## config.mk

```make
export PLATFORM = sky130hd
export DESIGN_NAME = line_rasterizer_unit
export DESIGN_NICKNAME = d
export VERILOG_FILES = /design/src/rtl/lr_pkg.sv /design/src/rtl/lr_stepper.sv /design/src/rtl/lr_address.sv /design/src/rtl/line_rasterizer_unit.sv
export SDC_FILE = /design/constraint.sdc
export NUM_CORES = 1
export LEC_CHECK = 0
export BUFFER_PORTS_ARGS = -buffer_cell sky130_fd_sc_hd__buf_2
export CAP_MARGIN = 0
export CORE_ASPECT_RATIO = 1.5
export CORE_MARGIN = 2
export CORE_UTILIZATION = 59
export DETAILED_ROUTE_END_ITERATION = 8
export GPL_TIMING_DRIVEN = 0
export PLACE_DENSITY = 0.79
export SETUP_SLACK_MARGIN = 0.2
export SLEW_MARGIN = 20
export SYNTH_ARGS = -nofsm -noshare
export SYNTH_HDL_FRONTEND = slang
export SYNTH_SLANG_ARGS = --single-unit
export TNS_END_PERCENT = 100
```

## constraint.sdc

```tcl
create_clock -name i_clk -period 18.1 [get_ports i_clk]
set_clock_uncertainty 0.2 [all_clocks]
set_input_delay 0 -clock i_clk [delete_from_list [all_inputs] [get_ports i_clk]]
set_output_delay 0 -clock i_clk [all_outputs]
set_load 0.03 [all_outputs]
```

## src/rtl/lr_pkg.sv

```systemverilog
// ---------------------------------------------------------------------------
// lr_pkg
// shared constants for the line rasteriser: field widths, command codes,
// register reset values and the status bundle between the pipeline stages
// ---------------------------------------------------------------------------
package lr_pkg;

    // default coordinate precision inside the block
    localparam int COORD_BITS_DEF = 12;

    // fixed widths of the stream fields
    localparam int FIELD_COORD_W = 12;
    localparam int WIDTH_W       = 13;
    localparam int ADDR_W        = 24;
    localparam int COLOR_W       = 24;

    // packed stream widths
    localparam int S_TDATA_W = 4 * FIELD_COORD_W + COLOR_W;
    localparam int M_TDATA_W = 2 * FIELD_COORD_W + ADDR_W + COLOR_W;

    // image width after reset
    localparam logic [WIDTH_W-1:0] WIDTH_RESET = 13'd640;

    // command codes carried in tuser
    localparam logic CMD_START = 1'b0;
    localparam logic CMD_STEP  = 1'b1;

    // status of the stepper: point register flags and line busy
    typedef struct packed {
        logic pt_valid;
        logic pt_last;
        logic busy;
    } t_step_stat;

endpackage

```

## src/rtl/lr_stepper.sv

```systemverilog
// ---------------------------------------------------------------------------
// lr_stepper
// line set-up and per-pixel error update; holds the line state and
// registers one point (x, y, colour, last) per start item or busy step item
// ---------------------------------------------------------------------------
module lr_stepper #(
    parameter int COORD_BITS = lr_pkg::COORD_BITS_DEF
) (
    input  logic                       i_clk,
    input  logic                       i_rst_n,
    input  logic                       i_adv,
    input  logic                       i_in_valid,
    input  logic                       i_in_cmd,
    input  logic [COORD_BITS-1:0]      i_x_start,
    input  logic [COORD_BITS-1:0]      i_y_start,
    input  logic [COORD_BITS-1:0]      i_x_end,
    input  logic [COORD_BITS-1:0]      i_y_end,
    input  logic [lr_pkg::COLOR_W-1:0] i_color,
    output logic [COORD_BITS-1:0]      o_pt_x,
    output logic [COORD_BITS-1:0]      o_pt_y,
    output logic [lr_pkg::COLOR_W-1:0] o_pt_color,
    output lr_pkg::t_step_stat         o_stat
);
    import lr_pkg::*;

    localparam int CB = COORD_BITS;
    localparam int TW = CB + 1;
    localparam int EW = CB + 3;

    // line state
    logic [CB-1:0]        r_cur_x, r_cur_y, r_tgt_x, r_tgt_y;
    logic signed [EW-1:0] r_err;
    logic [TW-1:0]        r_tdx, r_tdy;
    logic [1:0]           r_sx, r_sy;
    logic                 r_x_major;
    logic                 r_busy;
    logic [COLOR_W-1:0]   r_color;

    // point register
    logic [CB-1:0]        r_pt_x, r_pt_y;
    logic                 r_pt_valid, r_pt_last;

    logic [CB-1:0]        n_cur_x, n_cur_y, n_tgt_x, n_tgt_y;
    logic signed [EW-1:0] n_err;
    logic [TW-1:0]        n_tdx, n_tdy;
    logic [1:0]           n_sx, n_sy;
    logic                 n_x_major, n_busy, n_pt_valid, n_pt_last;
    logic [COLOR_W-1:0]   n_color;

    // set-up terms
    logic signed [CB:0]   s_dx, s_dy;
    logic [CB:0]          s_adx, s_ady;
    logic [TW-1:0]        s_tdx, s_tdy;
    logic                 s_x_major;

    // step terms
    logic [TW-1:0]        t_maj, t_min;
    logic                 maj_pos, take_minor;
    logic [CB-1:0]        sx_ext, sy_ext, st_x, st_y;
    logic signed [EW-1:0] st_err;

    // line set-up from the endpoints
    always_comb begin
        s_dx      = $signed({1'b0, i_x_end}) - $signed({1'b0, i_x_start});
        s_dy      = $signed({1'b0, i_y_end}) - $signed({1'b0, i_y_start});
        s_adx     = s_dx[CB] ? (CB+1)'(0) - s_dx : s_dx;
        s_ady     = s_dy[CB] ? (CB+1)'(0) - s_dy : s_dy;
        s_tdx     = {s_adx[CB-1:0], 1'b0};
        s_tdy     = {s_ady[CB-1:0], 1'b0};
        s_x_major = (s_tdx >= s_tdy);
    end

    // one pixel along the major axis
    always_comb begin
        t_maj      = r_x_major ? r_tdx : r_tdy;
        t_min      = r_x_major ? r_tdy : r_tdx;
        maj_pos    = r_x_major ? (r_sx == 2'b01) : (r_sy == 2'b01);
        take_minor = (!r_err[EW-1] && (r_err != '0)) || ((r_err == '0) && maj_pos);
        sx_ext     = {{(CB-2){r_sx[1]}}, r_sx};
        sy_ext     = {{(CB-2){r_sy[1]}}, r_sy};
        st_err     = r_err - (take_minor ? $signed({2'b00, t_maj}) : '0)
                     + $signed({2'b00, t_min});
        st_x       = (r_x_major || take_minor) ? r_cur_x + sx_ext : r_cur_x;
        st_y       = (!r_x_major || take_minor) ? r_cur_y + sy_ext : r_cur_y;
    end

    // next state select
    always_comb begin
        n_cur_x    = r_cur_x;
        n_cur_y    = r_cur_y;
        n_tgt_x    = r_tgt_x;
        n_tgt_y    = r_tgt_y;
        n_err      = r_err;
        n_tdx      = r_tdx;
        n_tdy      = r_tdy;
        n_sx       = r_sx;
        n_sy       = r_sy;
        n_x_major  = r_x_major;
        n_busy     = r_busy;
        n_color    = r_color;
        n_pt_valid = 1'b0;
        n_pt_last  = 1'b0;
        if (i_in_valid && (i_in_cmd == CMD_START)) begin
            n_cur_x    = i_x_start;
            n_cur_y    = i_y_start;
            n_tgt_x    = i_x_end;
            n_tgt_y    = i_y_end;
            n_color    = i_color;
            n_tdx      = s_tdx;
            n_tdy      = s_tdy;
            n_sx       = (s_dx == '0) ? 2'b00 : (s_dx[CB] ? 2'b11 : 2'b01);
            n_sy       = (s_dy == '0) ? 2'b00 : (s_dy[CB] ? 2'b11 : 2'b01);
            n_x_major  = s_x_major;
            n_err      = s_x_major
                         ? $signed({2'b00, s_tdy}) - $signed({2'b00, s_adx})
                         : $signed({2'b00, s_tdx}) - $signed({2'b00, s_ady});
            n_pt_last  = s_x_major ? (i_x_start == i_x_end) : (i_y_start == i_y_end);
            n_busy     = !n_pt_last;
            n_pt_valid = 1'b1;
        end else if (i_in_valid && r_busy) begin
            n_cur_x    = st_x;
            n_cur_y    = st_y;
            n_err      = st_err;
            n_pt_last  = r_x_major ? (st_x == r_tgt_x) : (st_y == r_tgt_y);
            n_busy     = !n_pt_last;
            n_pt_valid = 1'b1;
        end
    end

    // control state
    always_ff @(posedge i_clk) begin
        if (!i_rst_n) begin
            r_busy     <= 1'b0;
            r_pt_valid <= 1'b0;
        end else if (i_adv) begin
            r_busy     <= n_busy;
            r_pt_valid <= n_pt_valid;
        end
    end

    // line state and point payload
    always_ff @(posedge i_clk) begin
        if (i_adv) begin
            r_cur_x   <= n_cur_x;
            r_cur_y   <= n_cur_y;
            r_tgt_x   <= n_tgt_x;
            r_tgt_y   <= n_tgt_y;
            r_err     <= n_err;
            r_tdx     <= n_tdx;
            r_tdy     <= n_tdy;
            r_sx      <= n_sx;
            r_sy      <= n_sy;
            r_x_major <= n_x_major;
            r_color   <= n_color;
            r_pt_x    <= n_cur_x;
            r_pt_y    <= n_cur_y;
            r_pt_last <= n_pt_last;
        end
    end

    assign o_pt_x          = r_pt_x;
    assign o_pt_y          = r_pt_y;
    assign o_pt_color      = r_color;
    assign o_stat.pt_valid = r_pt_valid;
    assign o_stat.pt_last  = r_pt_last;
    assign o_stat.busy     = r_busy;

endmodule

```

## src/rtl/lr_address.sv

```systemverilog
// ---------------------------------------------------------------------------
// lr_address
// framebuffer address y * width + x, wrapped to the address field, and the
// result register that drives the output stream
// ---------------------------------------------------------------------------
module lr_address #(
    parameter int COORD_BITS = lr_pkg::COORD_BITS_DEF
) (
    input  logic                             i_clk,
    input  logic                             i_rst_n,
    input  logic                             i_adv,
    input  lr_pkg::t_step_stat               i_stat,
    input  logic [COORD_BITS-1:0]            i_pt_x,
    input  logic [COORD_BITS-1:0]            i_pt_y,
    input  logic [lr_pkg::COLOR_W-1:0]       i_pt_color,
    input  logic [lr_pkg::WIDTH_W-1:0]       i_width,
    output logic                             o_valid,
    output logic                             o_last,
    output logic [lr_pkg::FIELD_COORD_W-1:0] o_x,
    output logic [lr_pkg::FIELD_COORD_W-1:0] o_y,
    output logic [lr_pkg::ADDR_W-1:0]        o_addr,
    output logic [lr_pkg::COLOR_W-1:0]       o_color
);
    import lr_pkg::*;

    localparam int CB     = COORD_BITS;
    localparam int PROD_W = CB + WIDTH_W + 1;

    logic [PROD_W-1:0]            prod;
    logic [PROD_W+ADDR_W-1:0]     prod_ext;
    logic [CB+FIELD_COORD_W-1:0]  x_ext, y_ext;

    logic                     r_valid, r_last;
    logic [FIELD_COORD_W-1:0] r_x, r_y;
    logic [ADDR_W-1:0]        r_addr;
    logic [COLOR_W-1:0]       r_color;

    // multiply-add, then fit every value to its field
    always_comb begin
        prod     = PROD_W'(i_pt_y) * PROD_W'(i_width) + PROD_W'(i_pt_x);
        prod_ext = {{ADDR_W{1'b0}}, prod};
        x_ext    = {{FIELD_COORD_W{1'b0}}, i_pt_x};
        y_ext    = {{FIELD_COORD_W{1'b0}}, i_pt_y};
    end

    // result valid
    always_ff @(posedge i_clk) begin
        if (!i_rst_n) begin
            r_valid <= 1'b0;
        end else if (i_adv) begin
            r_valid <= i_stat.pt_valid;
        end
    end

    // result payload
    always_ff @(posedge i_clk) begin
        if (i_adv) begin
            r_last  <= i_stat.pt_last;
            r_x     <= x_ext[FIELD_COORD_W-1:0];
            r_y     <= y_ext[FIELD_COORD_W-1:0];
            r_addr  <= prod_ext[ADDR_W-1:0];
            r_color <= i_pt_color;
        end
    end

    assign o_valid = r_valid;
    assign o_last  = r_last;
    assign o_x     = r_x;
    assign o_y     = r_y;
    assign o_addr  = r_addr;
    assign o_color = r_color;

endmodule

```

## src/rtl/line_rasterizer_unit.sv

```systemverilog
// ---------------------------------------------------------------------------
// line_rasterizer_unit
// Bresenham line rasteriser: a start item sets up a line and gives its first
// pixel, each step item during a line gives the next pixel with address and colour
// ---------------------------------------------------------------------------
//  channel   | direction | tdata / data                          | side band
//  s stream  | in        | x_start, y_start, x_end, y_end, color | tuser: cmd
//  m stream  | out       | pixel_x, pixel_y, pixel_address, col. | tlast: last
//  cfg       | in        | image_width (13 bits)                 | -
//
//  one item accepted per cycle while the output is not stalled; its result is
//  offered on the master stream from the address result register, after the
//  stepper point register has held it.
//  the error update and the y * width multiply sit in separate stages.
//  synchronous active-low reset: idle, no line in progress, width 640.
//  a stalled output holds its result while up to two more pixel-giving items
//  are taken; step items with no line in progress flow through while the stepper holds no point.
//  a step item with no line in progress is consumed and gives no result.
// ---------------------------------------------------------------------------
module line_rasterizer_unit #(
    parameter int COORD_BITS = lr_pkg::COORD_BITS_DEF
) (
    input  logic                         i_clk,
    input  logic                         i_rst_n,
    // slave stream: x_start, y_start, x_end, y_end, color (lowest first)
    input  logic                         i_s_tvalid,
    output logic                         o_s_tready,
    input  logic [lr_pkg::S_TDATA_W-1:0] i_s_tdata,
    // cmd
    input  logic                         i_s_tuser,
    // master stream: pixel_x, pixel_y, pixel_address, pixel_color (lowest first)
    output logic                         o_m_tvalid,
    input  logic                         i_m_tready,
    output logic [lr_pkg::M_TDATA_W-1:0] o_m_tdata,
    output logic                         o_m_tlast,
    // configuration: image_width
    input  logic                         i_cfg_valid,
    output logic                         o_cfg_ready,
    input  logic [lr_pkg::WIDTH_W-1:0]   i_cfg_data
);
    import lr_pkg::*;

    localparam int CB = COORD_BITS;
    localparam int FW = FIELD_COORD_W;

    logic                r_in_valid, r_in_cmd;
    logic [CB-1:0]       r_x0, r_y0, r_x1, r_y1;
    logic [COLOR_W-1:0]  r_in_color;
    logic [WIDTH_W-1:0]  r_width;

    logic                ready_a, ready_b, ready_c;
    t_step_stat          stat;
    logic [CB-1:0]       pt_x, pt_y;
    logic [COLOR_W-1:0]  pt_color;
    logic                out_valid, out_last;
    logic [FW-1:0]       out_x, out_y;
    logic [ADDR_W-1:0]   out_addr;
    logic [COLOR_W-1:0]  out_color;

    logic [CB+FW-1:0]    x0_ext, y0_ext, x1_ext, y1_ext;

    // stage ready chain
    assign ready_c    = !out_valid || i_m_tready;
    assign ready_b    = !stat.pt_valid || ready_c;
    assign ready_a    = !r_in_valid || ready_b;
    assign o_s_tready = ready_a;

    // coordinates to internal precision
    always_comb begin
        x0_ext = {{CB{1'b0}}, i_s_tdata[FW-1:0]};
        y0_ext = {{CB{1'b0}}, i_s_tdata[2*FW-1:FW]};
        x1_ext = {{CB{1'b0}}, i_s_tdata[3*FW-1:2*FW]};
        y1_ext = {{CB{1'b0}}, i_s_tdata[4*FW-1:3*FW]};
    end

    // input register valid
    always_ff @(posedge i_clk) begin
        if (!i_rst_n) begin
            r_in_valid <= 1'b0;
        end else if (ready_a) begin
            r_in_valid <= i_s_tvalid;
        end
    end

    // input register payload
    always_ff @(posedge i_clk) begin
        if (ready_a && i_s_tvalid) begin
            r_in_cmd   <= i_s_tuser;
            r_x0       <= x0_ext[CB-1:0];
            r_y0       <= y0_ext[CB-1:0];
            r_x1       <= x1_ext[CB-1:0];
            r_y1       <= y1_ext[CB-1:0];
            r_in_color <= i_s_tdata[4*FW+COLOR_W-1:4*FW];
        end
    end

    // image width register
    assign o_cfg_ready = 1'b1;

    always_ff @(posedge i_clk) begin
        if (!i_rst_n) begin
            r_width <= WIDTH_RESET;
        end else if (i_cfg_valid) begin
            r_width <= i_cfg_data;
        end
    end

    lr_stepper #(
        .COORD_BITS (CB)
    ) u_stepper (
        .i_clk      (i_clk),
        .i_rst_n    (i_rst_n),
        .i_adv      (ready_b),
        .i_in_valid (r_in_valid),
        .i_in_cmd   (r_in_cmd),
        .i_x_start  (r_x0),
        .i_y_start  (r_y0),
        .i_x_end    (r_x1),
        .i_y_end    (r_y1),
        .i_color    (r_in_color),
        .o_pt_x     (pt_x),
        .o_pt_y     (pt_y),
        .o_pt_color (pt_color),
        .o_stat     (stat)
    );

    lr_address #(
        .COORD_BITS (CB)
    ) u_address (
        .i_clk      (i_clk),
        .i_rst_n    (i_rst_n),
        .i_adv      (ready_c),
        .i_stat     (stat),
        .i_pt_x     (pt_x),
        .i_pt_y     (pt_y),
        .i_pt_color (pt_color),
        .i_width    (r_width),
        .o_valid    (out_valid),
        .o_last     (out_last),
        .o_x        (out_x),
        .o_y        (out_y),
        .o_addr     (out_addr),
        .o_color    (out_color)
    );

    assign o_m_tvalid = out_valid;
    assign o_m_tlast  = out_last;
    assign o_m_tdata  = {out_color, out_addr, out_y, out_x};

`ifndef NO_ASSERTIONS
    // a held point agrees with the line state: busy exactly when not last
    a_busy_vs_last: assert property (@(posedge i_clk) disable iff (!i_rst_n)
        stat.pt_valid |-> (stat.busy == !stat.pt_last))
        else $error("busy flag disagrees with last of held point");

    // a start item always gives a point
    a_start_point: assert property (@(posedge i_clk) disable iff (!i_rst_n)
        (r_in_valid && ready_b && (r_in_cmd == CMD_START)) |=> stat.pt_valid)
        else $error("start item gave no point");

    // a step with no line in progress gives nothing
    a_idle_step: assert property (@(posedge i_clk) disable iff (!i_rst_n)
        (r_in_valid && ready_b && (r_in_cmd == CMD_STEP) && !stat.busy)
        |=> !stat.pt_valid)
        else $error("idle step produced a point");

    // a point moved on reaches the output register
    a_point_out: assert property (@(posedge i_clk) disable iff (!i_rst_n)
        (stat.pt_valid && ready_c) |=> o_m_tvalid)
        else $error("point lost between stepper and output");
`endif

endmodule
```

==> metrics.csv, run 1 <==
metric,value,unit
via count,15200,
Worst Tran Pin Value,0.955,ns
clk slew on worst S/H paths,0.07,ns
hold path endpoint,u_stepper.r_pt_valid,
IO Count,167,
Initial Util,60.0,%
IO Port Bufs,164,
CTS tree,done,
yosys warns,0,
num rows,82,
element type at the critical path start,register,
power per cell area,115,mW/mm2
CP Max Fanout,10,
diode count,0,
Pins Over Slew Limit,0,
die area,0.0355,mm2
crit path capture type,register,
share of flip-flops with an asynchronous set or reset after synthesis,0,%
Reg-to-Reg End,u_stepper.r_err[13],
Die Wd,155,um
1st-iter DRT viols,998,
Die H,230,um
GRT overflow,0,
synthesized area,0.0201,mm2
DR WL/cell,19.9,um
DRT Pass-1 Iters,7,
flop-to-flop setup slack,11.28,ns
CTS Buffer Depth,3,
final setup fails,0,
HP Class,input port to register,
clk_lat worst skew,0.57,ns
max cap viols,0,
Syn Nets,2213,
Critical Path AT,6.88,ns
Layout area overhead,20.8,%
worst vdd ir,0.0982,mV
fin crit period,6.82,ns
Post-synth EDFFs,263,
clk sink count,280,
Filler Cells Inserted,2289,
Worst R2R Path Depth,23,
Leak,10.6,nW
WHS Path Cells,3,
Post-Route WL,52600,um
"top cells by area, synth","edfxtp_1 (39%), fa_1 (14%), ha_1 (10%)",
post-synth top area cell,edfxtp_1,
initial antenna violation count,0,
syn_area_per_cell,11.0,um2
Final WS setup,11.28,ns
Yosys cell types,72,
root buffer cell,clkbuf_16,
first-pass GRT wire length,82100,um
post-CTS setup buffer count,0,
"Hold Violations, Final",0,
drt via density,5.74,
status,"finished, final reports clean",
largest net degree at the start of global routing,52,
Cells after Synth,1819,
vias in the first global route,15800,
share of layout cells above drive strength 1,11.8,%
TritonCTS buffer count,27,
Placeable Area,0.0334,mm2
Setup TNS Final,0,ns
#FFs+latches synth,280,
nets,2592,
# DRC,0,
hpwl dp,38400,um
Hold Crit Start,i_rst_n,
gr usage total,29.8,%
worst r2r src,r_x1[0],
FMAX,147,MHz
critical path type,register to register,
Detail Route Antenna Nets,0,
Tcrit/Tclk final,37.7,%
pre-CTS setup slack,11.41,ns
Final GP Congestion,0.944,
RSZ-0062 raised after global routing,false,
"Seq/Total Area, Yosys",41.1,%
H-tree depth,1,
main flop type after synthesis,edfxtp_1,
Yosys top cell area share,39.4,%
Required @ worst endpoint,18.16,ns
Slew headroom,34.7,%
## worst max-delay path by stage
stage	start	to	slack, ns
detailed placement	r_x0[0]	u_stepper.r_err[8]	11.41
global placement	r_in_cmd	u_stepper.o_pt_color[0]	11.49
finish	r_x1[0]	u_stepper.r_err[13]	11.28
global route	r_x0[0]	u_stepper.r_err[8]	10.85
CTS	r_x0[0]	u_stepper.r_err[8]	11.37
floorplan	u_stepper.r_cur_y[3]	u_address.o_addr[23]	12.36
## per-stage QoR
step                instance area, um2  util (%)  total power [W]  std cells  hold slack (ns)
detailed placement               21600      64.6          0.00220       2410          -0.0219
global placement                 21400      64.0          0.00214       2403          -0.0237
finish                           24200      72.5          0.00280       2638            0.166
floorplan                        20100         -          0.00188       1819           -0.101
global route                     24200      72.5          0.00298       2638            0.160
CTS                              24200      72.5          0.00278       2638            0.138
## area by class of cell
class	count	area (um2)	area share, %
Timing Repair Buffer	350	2790	11.5
Sequential cell	280	8240	34.0
Clock inverter	20	161	0.666
Inverter	257	967	3.99
Buffer	49	189	0.780
Multi-Input combinational cell	1233	10700	44.1
Tap cell	420	526	2.17
Clock buffer	29	683	2.82
## cell usage in the layout, fill, tap and decap left out, types with 26 or more instances in the layout
| cell type | synthesis | routed |
|---|---|---|
| clkbuf_16 | 0 | 27 |
| xor2_1 | 44 | 44 |
| xnor2_1 | 89 | 89 |
| edfxtp_1 | 263 | 263 |
| clkbuf_1 | 45 | 47 |
| dlygate4sd3_1 | 0 | 179 |
| a21oi_1 | 82 | 82 |
| mux2i_1 | 26 | 26 |
| nor2_1 | 93 | 91 |
| fa_1 | 139 | 139 |
| ha_1 | 164 | 164 |
| buf_2 | 1 | 165 |
| nor3_1 | 35 | 35 |
| and2_1 | 86 | 85 |
| inv_1 | 255 | 254 |
| o21ai_0 | 56 | 56 |
| nand2_1 | 154 | 154 |
| a21o_1 | 30 | 30 |
## cells by family (layout without fill, tap and decap cells)
kind of cell / count (synthesis) / count (layout) / synth area share [%]
other cells: 1 / 1 / 0.0187
buf+inv: 306 / 705 / 5.75
mux: 51 / 51 / 2.70
simple gates: 457 / 457 / 11.0
flops: 280 / 280 / 41.1
compound gates: 287 / 287 / 9.48
xor+xnor: 134 / 134 / 5.89
fa+ha+maj: 303 / 303 / 24.1
## state kept, by name, summed over array words and instances (netlist names), 13 cells and up
signal,cells
u_address.o_color,24
u_stepper.o_pt_color,24
r_width,13
r_in_color,24
u_address.o_addr,24
u_stepper.r_err,15
## routing by layer
metal / up-vias / GRT usage (%) / wire (um) / part of all wire (%)
met5: - / 0 / 0 / 0
met4: 0 / 17.3 / 3540 / 6.7
met3: 214 / 2.96 / 2610 / 5.0
met2: 637 / 56.7 / 28300 / 54
met1: 7350 / 31.5 / 18100 / 34
li1: 6954 / - / - / -
## synth_stat cells (4+ instances only)
cell and count:
or2_2 5, o21bai_1 15, nand4_1 12, and2_1 86, or3_1 9, nor3_1 35
nand2_1 154, a31oi_1 13, a21o_1 30, o21a_1 24, dfxtp_1 17, or4_1 4
nor4_1 6, o31ai_1 6, o21ai_0 56, xor2_1 44, mux2_2 25, o41ai_1 4
edfxtp_1 263, ha_1 164, mux2i_1 26, clkbuf_1 45, nand2b_1 5, a211oi_1 12
o21ai_1 5, nor2b_1 25, nand3_1 12, a21oi_1 82, fa_1 139, nor2_1 93
xnor2_1 89, inv_1 255
## repair_timing
item,4_1_cts,5_1_grt
hold buffers,179,0
resized for setup,0,0
hold endpoints to repair,136,0
## critical path: stages, from the launching register on
cell       delay (ns)
edfxtp_1         0.41
inv_1            0.08
ha_1             0.21
inv_1            0.08
fa_1             0.42
a21o_1           0.19
a21oi_1          0.22
nor2b_1          0.10
o31ai_1          0.30
o2bb2ai_1        0.24
o21ai_1          0.22
clkinv_1         0.25
o21ai_0          0.16
xnor2_1          0.58
ha_1             0.36
o21ai_0          0.15
o21bai_1         0.12
a211oi_1         0.26
o21ai_0          0.16
a31oi_1          0.76
clkbuf_1         0.45
nor3_1           0.09
a32oi_1          0.29
o21ai_0          0.18
## power breakdown
part / switching [W] / total (W) / internal (W)
Sequential: 0.0000343 / 0.000853 / 0.000819
Combinational: 0.000811 / 0.00139 / 0.000579
Clock: 0.000262 / 0.000555 / 0.000293
Total: 0.00111 / 0.00280 / 0.00169
Power figures use the tool's default switching activity.
==> inputs of run 2 (changes only) <==
clock period = 6.5 ns   (was 18.1 ns; I/O delays follow)
==> run 2 against run 1 <==
  * Sequential power rose to 2.8 times the previous value
  * Die area did not move
  * Total power rose to 2.9 times the previous value
  * Core utilization rose by 1.2 points
  * Combinational power rose to 2.9 times the previous value
  * Register-to-register slack got worse by 11 ns
  * Via count rose by 1.5%
  * Highest routed layer unchanged
==> metrics.csv, run 2 (synthesis results as in run 1) <==
metric,value,unit
Final WS setup,0.377,ns
Hold Slack,0.158,ns
clk_lat worst skew,0.57,ns
CP Max Fanout,7,
gr usage total,30.3,%
H-tree depth,1,
Non-Filler Instances,2671,
Worst R2R Path Depth,24,
element type at the critical path start,register,
status,"finished, final reports clean",
Inst Count DP,2410,
Leak,10.8,nW
num rows,82,
crit path capture type,register,
Worst Setup EP,u_address.o_addr[23],
Final GP Congestion,0.944,
grt met3 use,3.17,%
die area,0.0355,mm2
Placeable Area,0.0334,mm2
fin crit period,6.12,ns
Slew headroom,36.3,%
DRT Pass-1 Iters,6,
critical path type,register to register,
TritonCTS buffer count,27,
power per cell area,324,mW/mm2
worst r2r src,u_stepper.r_cur_y[2],
most frequent cells in the layout,"edfxtp_1 (263), inv_1 (253), dlygate4sd3_1 (179)",
Worst Tran Pin Value,0.949,ns
1st-iter DRT viols,1127,
largest net degree at the start of global routing,52,
met1 Use GR,31.8,%
Setup crit start,u_stepper.r_cur_y[2],
IO Port Bufs,164,
Tcrit/Tclk final,94.2,%
initial antenna violation count,0,
hpwl dp,38400,um
vias in the first global route,16000,
Required @ worst endpoint,6.61,ns
drt via density,5.76,
Reg-to-Reg End,u_address.o_addr[23],
clk slew on worst S/H paths,0.07,ns
nets,2625,
CTS Buffer Depth,3,
Pins Over Slew Limit,0,
Critical Path AT,6.24,ns
pre-CTS setup slack,-0.190,ns
Die Wd,155,um
final setup fails,0,
# DRC,0,
diode count,0,
Initial Util,60.0,%
RSZ-0062 raised after global routing,false,
Layout area overhead,22.9,%
Post-Route WL,54300,um
max cap viols,0,
IO Count,167,
Detail Route Antenna Nets,0,
DR WL/cell,20.3,um
first-pass GRT wire length,83300,um
via count,15400,
"Hold Violations, Final",0,
root buffer cell,clkbuf_16,
Finished Core Util,73.7,%
FMAX,163,MHz
clk sink count,280,
WHS Path Cells,4,
worst vdd ir,0.270,mV
GRT overflow,0,
GRT busiest layer,met2,
CTS tree,done,
HP Class,input port to register,
flop-to-flop setup slack,0.38,ns
share of layout cells above drive strength 1,14.8,%
Die H,230,um
met2 usage,56.6,%
"most common cell after layout, fill and taps aside",edfxtp_1,
run 2: cell types whose count changed in the layout (fill, tap and decap cells not counted), sizes merged:
| cell | previous run | this run |
|---|---|---|
| clkbuf | 74 | 67 |
| buf | 175 | 215 |
run 2: routing by layer:
layer	up-vias	wire length [um]
met4	0	4210
met3	236	2720
met5	-	0
met2	689	28800
li1	7025	-
met1	7431	18600
run 2: report_power, final:
| part | total [W] | internal [W] | switching [W] |
|---|---|---|---|
| clock | 0.00155 | 0.000815 | 0.000735 |
| sequential | 0.00237 | 0.00228 | 0.0000899 |
| combinational | 0.00407 | 0.00172 | 0.00235 |
run 2: worst min path at each step:
| stage | startpoint | endpoint |
|---|---|---|
| 2_1_floorplan | i_s_tuser | r_in_cmd |
| 3_3_place_gp | i_s_tdata[10] | r_x0[10] |
| 3_5_place_dp | i_s_tdata[11] | r_x0[11] |
| 4_1_cts | i_rst_n | u_stepper.r_pt_valid |
| 5_1_grt | i_rst_n | u_stepper.r_pt_valid |
| 6_report | i_s_tvalid | r_in_valid |
run 2: stage by stage:
stage	total power (W)	cell area (um2)	setup TNS, ns
after global placement	0.00597	21400	-7.32
after CTS	0.00778	24400	0
after detailed placement	0.00612	21600	-0.651
final	0.00798	24600	0
after global routing	0.00849	24600	0
after floorplan	0.00524	20100	0
run 2: critical path, cell delays in order, from the launching register on:
cell and delay (ns):
edfxtp_1 0.52, buf_6 0.18, buf_4 0.15, and2_1 0.16
fa_1 0.47, inv_1 0.05, fa_2 0.51, inv_1 0.05
fa_1 0.47, fa_2 0.58, inv_1 0.05, fa_2 0.33
inv_1 0.07, ha_1 0.22, buf_4 0.16, a21o_1 0.17
a21o_1 0.18, a21o_1 0.17, a21o_1 0.17, o21ai_2 0.17
a21oi_2 0.11, o41ai_4 0.36, o21bai_1 0.14, a21oi_2 0.14
xnor2_1 0.07
run 2: final cells by class:
cell class	count	area, um2
multi-input cells	1233	10800
fillers	2216	8800
flip-flops and latches	280	8240
repair buffers	383	3040
inverters	257	967
clock buffers	29	683
well taps	420	526
plain buffers	49	249
clock inverters	20	161
run 2: what timing repair did:
action / in CTS / in global routing
endpoints found under the setup margin: 20 / 18
gates resized for setup: 15 / 70
pin swaps: 1 / 15
buffers inserted: 10 / 22
hold buffers: 179 / 0
gates cloned: 0 / 1
endpoints found under the hold margin: 136 / 0
==> inputs of run 3 (changes only) <==
BUFFER_PORTS_ARGS = not set   (was -buffer_cell sky130_fd_sc_hd__buf_2)
DONT_BUFFER_PORTS = 1   (was not set)
PLACE_DENSITY = 0.75   (was 0.79)
==> run 3 against run 2 <==
  * Global-route usage shrank 1.3 points
  * Count of clock-buffer cells in the layout increased by 1
  * Sequential power rose by 8%
  * Sequential share of layout area grew 1.5 points
  * Die area did not move
  * Highest routed layer unchanged
  * Worst hold slack got worse by 0.14 ns
==> metrics.csv, run 3 (synthesis results as in run 1) <==
metric,value,unit
CTS Buffer Depth,3,
most frequent cells in the layout,"edfxtp_1 (263), inv_1 (254), dlygate4sd3_1 (173)",
1st-iter DRT viols,831,
clk_lat worst skew,0.57,ns
largest net degree at the start of global routing,60,
DRT Pass-1 Iters,5,
drt via density,5.71,
"Hold Violations, Final",0,
max cap viols,0,
Die H,230,um
Worst R2R Path Depth,22,
CP Max Fanout,10,
Final GP Congestion,0.955,
FMAX,165,MHz
Filler Cells Inserted,2348,
Worst Tran Pin Value,1.01,ns
Layout area overhead,17.7,%
worst vdd ir,0.323,mV
num rows,82,
flop-to-flop setup slack,0.43,ns
final setup fails,0,
IO Port Bufs,0,
share of layout cells above drive strength 1,7.45,%
nets,2441,
root buffer cell,clkbuf_16,
CTS tree,done,
Crit path top cell by count,fa_1,
Initial Util,60.0,%
CP cell instances,clkbuf_2 > nand2_1 > fa_1 > fa_1 > inv_1 > fa_1 > fa_1 > inv_1 > fa_1 > inv_1 > ha_1 > buf_2 > a21o_1 > a21o_1 > a21o_1 > a21o_1 > o21ai_2 > a21oi_2 > o41ai_2 > o21bai_1 > a21oi_2 > xnor2_1,
H-tree depth,1,
via count,14200,
crit path capture type,register,
Detail Route Antenna Nets,0,
GRT overflow,0,
fin crit period,6.07,ns
clk slew on worst S/H paths,0.06,ns
Post-Route WL,51000,um
gr usage total,29.0,%
vias in the first global route,15100,
Required @ worst endpoint,6.61,ns
clk sink count,280,
Finished Core Util,70.6,%
Pins Over Slew Limit,0,
hpwl dp,37100,um
power per cell area,327,mW/mm2
Critical Path AT,6.17,ns
HP Class,input port to register,
Leak,10.0,nW
Reg-to-Reg End,u_address.o_addr[23],
DR WL/cell,20.5,um
"most common cell after layout, fill and taps aside",edfxtp_1,
CP peak stage delay,0.53,ns
Placeable Area,0.0334,mm2
worst r2r src,u_stepper.r_cur_y[4],
Hold Crit Start,i_cfg_data[2],
initial antenna violation count,2,
critical path type,register to register,
IO Count,167,
WHS Path Cells,3,
first-pass GRT wire length,79300,um
Tcrit/Tclk final,93.3,%
status,"finished, final reports clean",
# DRC,0,
RSZ-0062 raised after global routing,false,
hold path endpoint,r_width[2],
Slew headroom,32.1,%
Setup crit start,u_stepper.r_cur_y[4],
die area,0.0355,mm2
Die Wd,155,um
Slowest cell on crit path,fa_1,
element type at the critical path start,register,
Hold Slack,0.0171,ns
TritonCTS buffer count,27,
## run 3: changes by cell type in the layout (fill, tap and decap cells not counted), sizes merged
| cell | before | now |
|---|---|---|
| buf | 215 | 38 |
| clkinv | 15 | 12 |
| dlygate4sd3 | 179 | 173 |
| inv | 260 | 258 |
| diode | 0 | 2 |
| clkinvlp | 1 | 4 |
## run 3: layout make-up
type                       count  area (um2)  share of cell area (%)
inverter                     257         968                    4.10
clock inverter                18         134                   0.567
clock buffer                  30         687                    2.91
buffer                        49         231                   0.980
sequential                   280        8240                    34.9
antenna                        2        5.00                  0.0212
timing repair buffer         199        2050                    8.67
tap                          420         526                    2.22
multi-input combinational   1233       10800                    45.7
## run 3: worst max path at each step
stage,to
2_1_floorplan,u_address.o_addr[23]
3_3_place_gp,u_stepper.r_err[8]
3_5_place_dp,u_stepper.r_err[13]
4_1_cts,u_address.o_addr[23]
5_1_grt,u_address.o_addr[23]
6_report,u_address.o_addr[23]
## run 3: timing repair
item,4_1_cts,5_1_grt
pin swaps,2,6
hold buffers,173,0
setup endpoints to repair,22,20
resized for setup,26,38
endpoints found under the hold margin,183,0
buffers inserted,15,5
## run 3: where the power goes
group | leakage (nW) | total (W) | switching (W) | internal, W
Sequential | 2.71 | 0.00256 | 0.000273 | 0.00229
Combinational | 6.93 | 0.00367 | 0.00207 | 0.00160
Clock | 0.392 | 0.00150 | 0.000697 | 0.000805
## run 3: per-layer routing
metal	up-vias	part of all wire, %	global-route usage, %
li1	6658	-	-
met1	6928	35	30.1
met2	443	54	54.8
met3	180	3.9	3.09
met4	0	7.5	18.9
met5	-	0	0
## run 3: critical path: cells and delay by family, from the launching register on
kind / cells / cell delay (ns)
compound gates: 9 / 1.60
xor+xnor: 1 / 0.07
fa+ha+maj: 6 / 2.76
buf+inv: 5 / 0.60
flops: 1 / 0.46
simple gates: 1 / 0.11
## run 3: stage by stage
stage / setup TNS (ns) / area, um2 / total power, W / cells / worst slack [ns]
3_5_place_dp: -4.02 / 20800 / 0.00602 / 2245 / -0.438
2_1_floorplan: 0 / 20100 / 0.00524 / 1819 / 0.762
3_3_place_gp: -9.11 / 20600 / 0.00591 / 2239 / -0.394
6_report: 0 / 23600 / 0.00773 / 2488 / 0.434
4_1_cts: 0 / 23500 / 0.00764 / 2481 / 0.211
5_1_grt: 0 / 23600 / 0.00828 / 2488 / 0.166
